==> config.mk <==
export PLATFORM = sky130hd
export DESIGN_NAME = quality_binned_major_minor_tally
export DESIGN_NICKNAME = d
export VERILOG_FILES = /design/src/sv/qbt_pkg.sv /design/src/sv/qbt_ram.sv /design/src/sv/qbt_major.sv /design/src/sv/quality_binned_major_minor_tally.sv
export SDC_FILE = /design/constraint.sdc
export NUM_CORES = 1
export LEC_CHECK = 0
export ABC_AREA = 0
export BUFFER_PORTS_ARGS = -buffer_cell sky130_fd_sc_hd__buf_2
export CAP_MARGIN = 20
export CELL_PAD_IN_SITES_DETAIL_PLACEMENT = 1
export CELL_PAD_IN_SITES_GLOBAL_PLACEMENT = 1
export CORE_ASPECT_RATIO = 1.5
export CORE_UTILIZATION = 46
export CTS_BUF_LIST = sky130_fd_sc_hd__clkbuf_2 sky130_fd_sc_hd__clkbuf_4 sky130_fd_sc_hd__clkbuf_8
export CTS_CLUSTER_SIZE = 24
export DETAILED_ROUTE_END_ITERATION = 7
export PLACE_DENSITY = 0.81
export SKIP_LAST_GASP = 1
export SLEW_MARGIN = 25
export SYNTH_ARGS = -nofsm -noshare
export SYNTH_HDL_FRONTEND = slang
export SYNTH_HIERARCHICAL = 1
export SYNTH_SLANG_ARGS = --single-unit
==> constraint.sdc <==
create_clock -name i_clk -period 5.5 [get_ports i_clk]
set_input_delay 0.275 -clock i_clk [delete_from_list [all_inputs] [get_ports i_clk]]
set_output_delay 0.275 -clock i_clk [all_outputs]
set_load 0.005 [all_outputs]
==> src/sv/qbt_pkg.sv <==
// Shared types and constants of the quality-binned major/minor tally.
// No dependencies.
package qbt_pkg;

    typedef logic [1:0] t_func;
    typedef logic [3:0] t_code;

    localparam t_func FUNC_HEADER = 2'd0;
    localparam t_func FUNC_ENTRY  = 2'd1;
    localparam t_func FUNC_FINISH = 2'd2;

    // one-hot nucleotide codes of A, C, G, T
    localparam t_code ONE_HOT_OF [4] = '{4'd1, 4'd2, 4'd4, 4'd8};

    // q / 5 == (q * 205) >> 10 for every 8-bit q
    localparam logic [7:0] BIN_DIV_MUL   = 8'd205;
    localparam int         BIN_DIV_SHIFT = 10;

    typedef struct packed {
        logic [15:0] major;
        logic [15:0] minor;
    } t_pair;

endpackage

==> src/sv/qbt_ram.sv <==
// Simple dual-port bin memory: one write port, one registered read port.
// No dependencies.
module qbt_ram #(
    parameter int DEPTH = 9,
    parameter int WIDTH = 32
) (
    input  logic                                     i_clk,
    input  logic                                     i_we,
    input  logic [((DEPTH > 1) ? $clog2(DEPTH) : 1)-1:0] i_waddr,
    input  logic [WIDTH-1:0]                         i_wdata,
    input  logic [((DEPTH > 1) ? $clog2(DEPTH) : 1)-1:0] i_raddr,
    output logic [WIDTH-1:0]                         o_rdata
);
    logic [WIDTH-1:0] r_mem [DEPTH];
    logic [WIDTH-1:0] r_rdata;

    always_ff @(posedge i_clk) begin
        if (i_we) begin
            r_mem[i_waddr] <= i_wdata;
        end
        r_rdata <= r_mem[i_raddr];
    end

    assign o_rdata = r_rdata;

endmodule

==> src/sv/qbt_major.sv <==
// Majority-base picker: first index wins ties, all zeros give A.
// Depends on qbt_pkg.
module qbt_major (
    input  logic [31:0]   i_count_a,
    input  logic [31:0]   i_count_c,
    input  logic [31:0]   i_count_g,
    input  logic [31:0]   i_count_t,
    output qbt_pkg::t_code o_code
);
    import qbt_pkg::*;

    logic        c_wins;
    logic        t_wins;
    logic        hi_wins;
    logic [31:0] lo_ct;
    logic [31:0] hi_ct;
    logic [1:0]  lo_idx;
    logic [1:0]  hi_idx;
    logic [1:0]  best_idx;

    // pairwise tree; lower pair and lower index keep ties
    always_comb begin
        c_wins   = i_count_c > i_count_a;
        lo_ct    = c_wins ? i_count_c : i_count_a;
        lo_idx   = c_wins ? 2'd1 : 2'd0;
        t_wins   = i_count_t > i_count_g;
        hi_ct    = t_wins ? i_count_t : i_count_g;
        hi_idx   = t_wins ? 2'd3 : 2'd2;
        hi_wins  = hi_ct > lo_ct;
        best_idx = hi_wins ? hi_idx : lo_idx;
    end

    assign o_code = ONE_HOT_OF[best_idx];

endmodule

==> src/sv/quality_binned_major_minor_tally.sv <==
// Quality-binned major/minor tally. A header word (func 0) picks the majority
// base from four counts and clears every bin at once through per-bin valid
// flags. An entry word (func 1) caps its quality, bins it by width five and
// adds its weight to the bin's major or minor total in a bin memory with a
// registered read port: read on accept, add and write back in the next cycle,
// with a forward of the last write so entries stream at one per cycle between
// emits, even into the same bin. A header or finish word that follows an entry
// waits for that write-back. A finish word (func 2) emits NUM_BINS result
// words in ascending bin order, each through a memory read, a load of the
// output register and a hand-off to the sink; no input word is taken during
// the emit. Func code 3 is accepted and ignored. Totals wrap at 16 bits.
// Depends on qbt_pkg, qbt_ram, qbt_major.
module quality_binned_major_minor_tally #(
    parameter int NUM_BINS = 9,
    parameter int QUAL_CAP = 44
) (
    input  logic                i_clk,
    input  logic                i_rst_n,
    // input channel
    input  logic                i_in_valid,
    output logic                o_in_ready,
    input  qbt_pkg::t_func      i_func,
    input  logic [31:0]         i_count_a,
    input  logic [31:0]         i_count_c,
    input  logic [31:0]         i_count_g,
    input  logic [31:0]         i_count_t,
    input  logic [3:0]          i_base_code,
    input  logic [7:0]          i_quality,
    input  logic [15:0]         i_weight,
    // result channel
    output logic                o_out_valid,
    input  logic                i_out_ready,
    output logic [3:0]          o_bin_index,
    output logic [15:0]         o_major_total,
    output logic [15:0]         o_minor_total,
    output logic                o_last_bin
);
    import qbt_pkg::*;

    localparam int              AW        = (NUM_BINS > 1) ? $clog2(NUM_BINS) : 1;
    localparam logic [7:0]      CAP       = 8'(QUAL_CAP);
    localparam logic [5:0]      LAST_BIN  = 6'(NUM_BINS - 1);
    localparam logic [AW-1:0]   LAST_ADDR = AW'(NUM_BINS - 1);

    // emit sequencer
    localparam logic [1:0] S_IDLE = 2'd0;
    localparam logic [1:0] S_RD   = 2'd1;  // read address on the memory
    localparam logic [1:0] S_LOAD = 2'd2;  // read data into the output register
    localparam logic [1:0] S_SHOW = 2'd3;  // word offered to the sink

    logic [1:0]     r_state, n_state;
    logic [AW-1:0]  r_cnt;

    logic           in_fire;
    logic           out_fire;
    t_code          maj_code;
    t_code          r_major_code;

    // per-bin "written since last header"; unwritten bins read as zero
    logic [NUM_BINS-1:0] r_valid;

    // quality binning
    logic [7:0]     q_capped;
    logic [15:0]    q_prod;
    logic [5:0]     q_div;
    logic [5:0]     q_bin;
    logic [AW-1:0]  entry_addr;

    // write-back stage
    logic           r_s1_vld;
    logic [AW-1:0]  r_s1_bin;
    logic           r_s1_major;
    logic [15:0]    r_s1_w;
    logic           r_fwd_vld;
    logic [AW-1:0]  r_fwd_bin;
    t_pair          r_fwd_data;
    logic           fwd_hit;
    t_pair          rd_pair;
    t_pair          old_pair;
    t_pair          n_pair;

    logic [AW-1:0]  ram_raddr;
    logic [$bits(t_pair)-1:0] ram_rdata;

    // output register
    logic [3:0]     r_o_bin;
    logic [15:0]    r_o_major;
    logic [15:0]    r_o_minor;
    logic           r_o_last;

    // A header or finish must not pass an entry still in write-back.
    assign o_in_ready = (r_state == S_IDLE) && !(r_s1_vld && (i_func != FUNC_ENTRY));
    assign in_fire    = i_in_valid && o_in_ready;
    assign out_fire   = o_out_valid && i_out_ready;

    qbt_major u_major (
        .i_count_a (i_count_a),
        .i_count_c (i_count_c),
        .i_count_g (i_count_g),
        .i_count_t (i_count_t),
        .o_code    (maj_code)
    );

    // cap, divide by five through the reciprocal, saturate at the last bin
    always_comb begin
        q_capped   = (i_quality > CAP) ? CAP : i_quality;
        q_prod     = 16'(q_capped) * 16'(BIN_DIV_MUL);
        q_div      = q_prod[BIN_DIV_SHIFT +: 6];
        q_bin      = (q_div > LAST_BIN) ? LAST_BIN : q_div;
        entry_addr = q_bin[AW-1:0];
    end

    assign ram_raddr = (r_state == S_RD) ? r_cnt : entry_addr;

    qbt_ram #(
        .DEPTH (NUM_BINS),
        .WIDTH ($bits(t_pair))
    ) u_ram (
        .i_clk   (i_clk),
        .i_we    (r_s1_vld),
        .i_waddr (r_s1_bin),
        .i_wdata (n_pair),
        .i_raddr (ram_raddr),
        .o_rdata (ram_rdata)
    );

    assign rd_pair = ram_rdata;

    // Read-modify-write. The memory read of this entry happened at the same
    // edge as the previous entry's write, so that write is forwarded here.
    always_comb begin
        fwd_hit = r_fwd_vld && (r_fwd_bin == r_s1_bin);
        if (fwd_hit) begin
            old_pair = r_fwd_data;
        end else if (r_valid[r_s1_bin]) begin
            old_pair = rd_pair;
        end else begin
            old_pair = '0;
        end
        n_pair = old_pair;
        if (r_s1_major) begin
            n_pair.major = old_pair.major + r_s1_w;
        end else begin
            n_pair.minor = old_pair.minor + r_s1_w;
        end
    end

    always_comb begin
        n_state = r_state;
        unique case (r_state)
            S_IDLE: begin
                if (in_fire && (i_func == FUNC_FINISH)) begin
                    n_state = S_RD;
                end
            end
            S_RD:   n_state = S_LOAD;
            S_LOAD: n_state = S_SHOW;
            S_SHOW: begin
                if (i_out_ready) begin
                    n_state = (r_cnt == LAST_ADDR) ? S_IDLE : S_RD;
                end
            end
            default: n_state = S_IDLE;
        endcase
    end

    // control state
    always_ff @(posedge i_clk) begin
        if (!i_rst_n) begin
            r_state      <= S_IDLE;
            r_cnt        <= '0;
            r_s1_vld     <= 1'b0;
            r_fwd_vld    <= 1'b0;
            r_valid      <= '0;
            r_major_code <= ONE_HOT_OF[0];
        end else begin
            r_state   <= n_state;
            r_s1_vld  <= in_fire && (i_func == FUNC_ENTRY);
            r_fwd_vld <= r_s1_vld;
            if (r_s1_vld) begin
                r_valid[r_s1_bin] <= 1'b1;
            end
            // header is only taken with write-back empty
            if (in_fire && (i_func == FUNC_HEADER)) begin
                r_valid      <= '0;
                r_major_code <= maj_code;
            end
            if (in_fire && (i_func == FUNC_FINISH)) begin
                r_cnt <= '0;
            end else if (out_fire && (r_cnt != LAST_ADDR)) begin
                r_cnt <= r_cnt + 1'b1;
            end
        end
    end

    // payload
    always_ff @(posedge i_clk) begin
        r_s1_bin   <= entry_addr;
        r_s1_major <= (i_base_code == r_major_code);
        r_s1_w     <= i_weight;
        r_fwd_bin  <= r_s1_bin;
        r_fwd_data <= n_pair;
        if (r_state == S_LOAD) begin
            r_o_bin   <= 4'(r_cnt);
            r_o_major <= r_valid[r_cnt] ? rd_pair.major : 16'd0;
            r_o_minor <= r_valid[r_cnt] ? rd_pair.minor : 16'd0;
            r_o_last  <= (r_cnt == LAST_ADDR);
        end
    end

    assign o_out_valid   = (r_state == S_SHOW);
    assign o_bin_index   = r_o_bin;
    assign o_major_total = r_o_major;
    assign o_minor_total = r_o_minor;
    assign o_last_bin    = r_o_last;

endmodule

==> impl_metrics.tcl <==
set metrics [dict create \
    status "finished, final reports clean" \
    synthSimpleGateAreaFrac 0.07153 \
    netlist_area_sq_mm 0.02207 \
    finalHoldViolations 0 \
    period_minus_slack_ps 5367 \
    grt_pass1_wl_um 93090 \
    crit_family "compound AO/OA/AOI/OAI gates" \
    clock-root-buffer "clkbuf_8" \
    crit_top_cell "a211oi_1" \
    cp.required_ps 5880 \
    die-area_sq_mm 0.04888 \
    routabilityCongestion 0.8722 \
    end_kind "flop" \
    yosysWarnings 6 \
    crit_path_start_kind "flop" \
    tightestPinTransition_ps 1042 \
    fin_nets 2346 \
    ioPinCount 201 \
    core-area_sq_mm 0.04758 \
    crit_path_max_fanout 10 \
    synth_compound_gate_area_share 0.1114 \
    antenna_left 0 \
    synth_xor_area_frac 0.01547 \
    finClkSkew_ps 37.57 \
    crit_type "flop to flop" \
    rows 98 \
    finalMaxSlewViolations 0 \
    num_vias 15210 \
    cp_cell_sequence "mux4_2, nand2_1, a21oi_1, a41oi_1, nor2_2, a22oi_1, inv_1, ha_1, a211oi_1, o21ai_1, a221oi_2, a211oi_1, o31a_1, o21ai_0, nand3b_1, xor2_2" \
    ys_async_sr_fraction 0 \
    dp_hpwl_um 41880 \
    drive_gt1_frac 0.2756 \
    worstPathArrival_ps 5750 \
    viasPerCell 5.734 \
    cp_slowest_cell "mux4_2" \
    drt_iter0_drc 779 \
    grt_remaining_overflow 0 \
    synthFlopType "edfxtp_1" \
    avgSynthCellArea_sq_um 13.12 \
    cts_tree "built" \
    yosys.area_share.adder 0.1092 \
    portBuffers 200 \
    vdd.ir_drop.worst_uv 277.0 \
    grt_pass1_vias 16600 \
    syn-instance-count 1682 \
    clk_pin_slew_ps 60 \
    power_mw 9.484 \
    clkSinkCount 435 \
    synth_mux_area_frac 0.1144 \
    ys_seq_elements 435 \
    synth_top_family_by_area "multiplexers" \
    path_buf_inv 1 \
    cts_buffers 60 \
    hold_path.class "input port to flop" \
    dr.pass1.iters 5 \
    htree_levels 2 \
    leakagePower_nw 10.59 \
    initial_core_util 0.4640 \
    syn_to_final_growth_pct 17.87 \
    fin_crit_sh 0.9758 \
    synth-seq-area-share 0.5419 \
    max_stage_delay_ps 560 \
    post_drt_wl_per_cell_um 23.07 \
    grt_use_total 0.2488 \
    power_density_mw_per_mm2 364.5 \
    synth.distinct_cells 76 \
    cts_buffer_depth 3 \
    synth_edf_count 325 \
    die_y_um 270.3 \
    die_w_um 180.9 \
    slew_headroom 0.2992 \
    whs_ps 78.62 \
    fmax_mhz 186.3 \
    drc_errors 0 \
    wirelength_um 61170 \
    nFillCells 4826 \
    grt_max_degree 65 \
    antenna_found_initial 2 \
    clock_latency_ps 660 \
    setup_viol 0 \
    cap_violations 0 \
]
## layer usage
metal | vias up | share of wire | track usage
met3 | 147 | 0.052 | 0.03722
li1 | 6972 | - | -
met5 | - | 0 | 0
met1 | 7593 | 0.37 | 0.2661
met2 | 495 | 0.54 | 0.4796
met4 | 0 | 0.040 | 0.1026
## through the flow
stage	std cells	setup WS, ps	utilization	setup TNS [ps]	area, sq um
2_1_floorplan	1691	33.84	-	0	22130
3_3_place_gp	2513	-207.9	0.5123	-5802	24370
4_1_cts	2649	8.612	0.5456	0	25960
5_1_grt	2652	-35.72	0.5469	-290.6	26020
3_5_place_dp	2513	-396.7	0.5123	-11710	24370
6_report	2652	133.3	0.5469	0	26020
## cells in the mapped netlist, types with 4 or more instances
cell type,instances,area [sq um]
edfxtp_1,325,9759
ha_1,175,2190
dfxtp_1,110,2202
mux2i_1,109,1091
inv_1,108,405.4
nand2_1,85,319.1
mux2_2,79,889.6
a21oi_1,67,335.3
a22o_1,60,525.5
nor2_1,50,187.7
and2_1,38,237.7
clkbuf_1,36,135.1
o22ai_1,34,212.7
o21ai_0,32,160.2
mux2_4,28,420.4
nor3_1,26,130.1
a21o_1,25,187.7
nand4_1,25,156.4
o31ai_2,22,275.3
xor2_1,21,183.9
xnor2_1,18,157.7
nor2b_1,16,100.1
nand3_1,14,70.07
o31ai_1,14,105.1
a211oi_1,12,90.09
fa_1,11,220.2
nand2b_1,11,68.82
buf_4,9,67.56
buf_6,8,90.09
nor4_1,7,43.79
o21a_1,7,52.55
and3_1,6,37.54
nor3b_1,6,45.04
a22oi_1,4,30.03
a31oi_1,4,25.02
buf_2,4,20.02
mux4_2,4,90.09
nand3b_1,4,30.03
o21bai_1,4,30.03
or2_2,4,25.02
## path summary, 6_finish.rpt
| path | from | to | slack (ps) | cells past startpoint |
|---|---|---|---|---|
| worst max-delay path | r_s1_bin[0] | u_ram/r_mem[3][31] | 130 | 16 |
| worst min register to register | u_ram/r_mem[8][4] | u_ram/o_rdata[4] | 450 | 2 |
| worst min-delay path | i_out_ready | r_state[0] | 80 | 5 |
| worst max register to register | r_s1_bin[0] | u_ram/r_mem[3][31] | 130 | 16 |
## tightest hold or removal path, delay by kind of cell
family          cells  cell delay (ps)
buf+inv             2              140
compound gates      3              250
## power by group
part / leakage (nW) / switching (mW) / internal [mW] / total, mW
Clock: 0.715 / 1.23 / 1.56 / 2.80
Combinational: 6.00 / 1.44 / 1.15 / 2.59
Sequential: 3.87 / 0.239 / 3.86 / 4.10
## layout make-up
| type | count | area (sq um) | area share |
|---|---|---|---|
| Sequential cell | 435 | 11960 | 0.4598 |
| Multi-Input combinational cell | 1086 | 9530 | 0.3663 |
| Timing Repair Buffer | 307 | 1997 | 0.07675 |
| Clock buffer | 73 | 942.2 | 0.03621 |
| Tap cell | 600 | 750.7 | 0.02885 |
| Clock inverter | 41 | 424.2 | 0.01630 |
| Inverter | 108 | 405.4 | 0.01558 |
| Antenna cell | 2 | 5.005 | 0.0001924 |
## cell usage in the layout, fill, tap and decap left out, types with 63 or more instances in the layout
cell type  instances
a21oi_1           67
buf_2            200
buf_4             74
clkbuf_8          63
dfxtp_1          109
edfxtp_1         325
ha_1             174
inv_1            108
mux2_2            78
mux2i_1          109
nand2_1           85
## sequential cells by signal, summed over array words and instances, names as in the netlist, 9 cells and up
signal         flops
r_valid            9
o_major_total     16
u_ram/r_mem      288
r_fwd_data        32
o_minor_total     16
r_s1_w            16
u_ram/o_rdata     32
## cells by family (layout without fill, tap and decap cells)
group	count (synthesis)	after routing
adders and majority gates	186	186
buffers and inverters	171	529
AOI/OAI and AO/OA	323	323
and+or+nand+nor	303	303
DFF	435	435
xor gates and xnor gates	39	39
muxes	223	224
other	2	13
## timing repair
item / in CTS / in global routing
resized for setup: 0 / 8
endpoints found under the setup margin: 0 / 23
setup buffers: 0 / 0
hold endpoints to repair: 25 / 0
hold buffers: 22 / 0
Note: power is estimated with default switching activity, not from simulation.
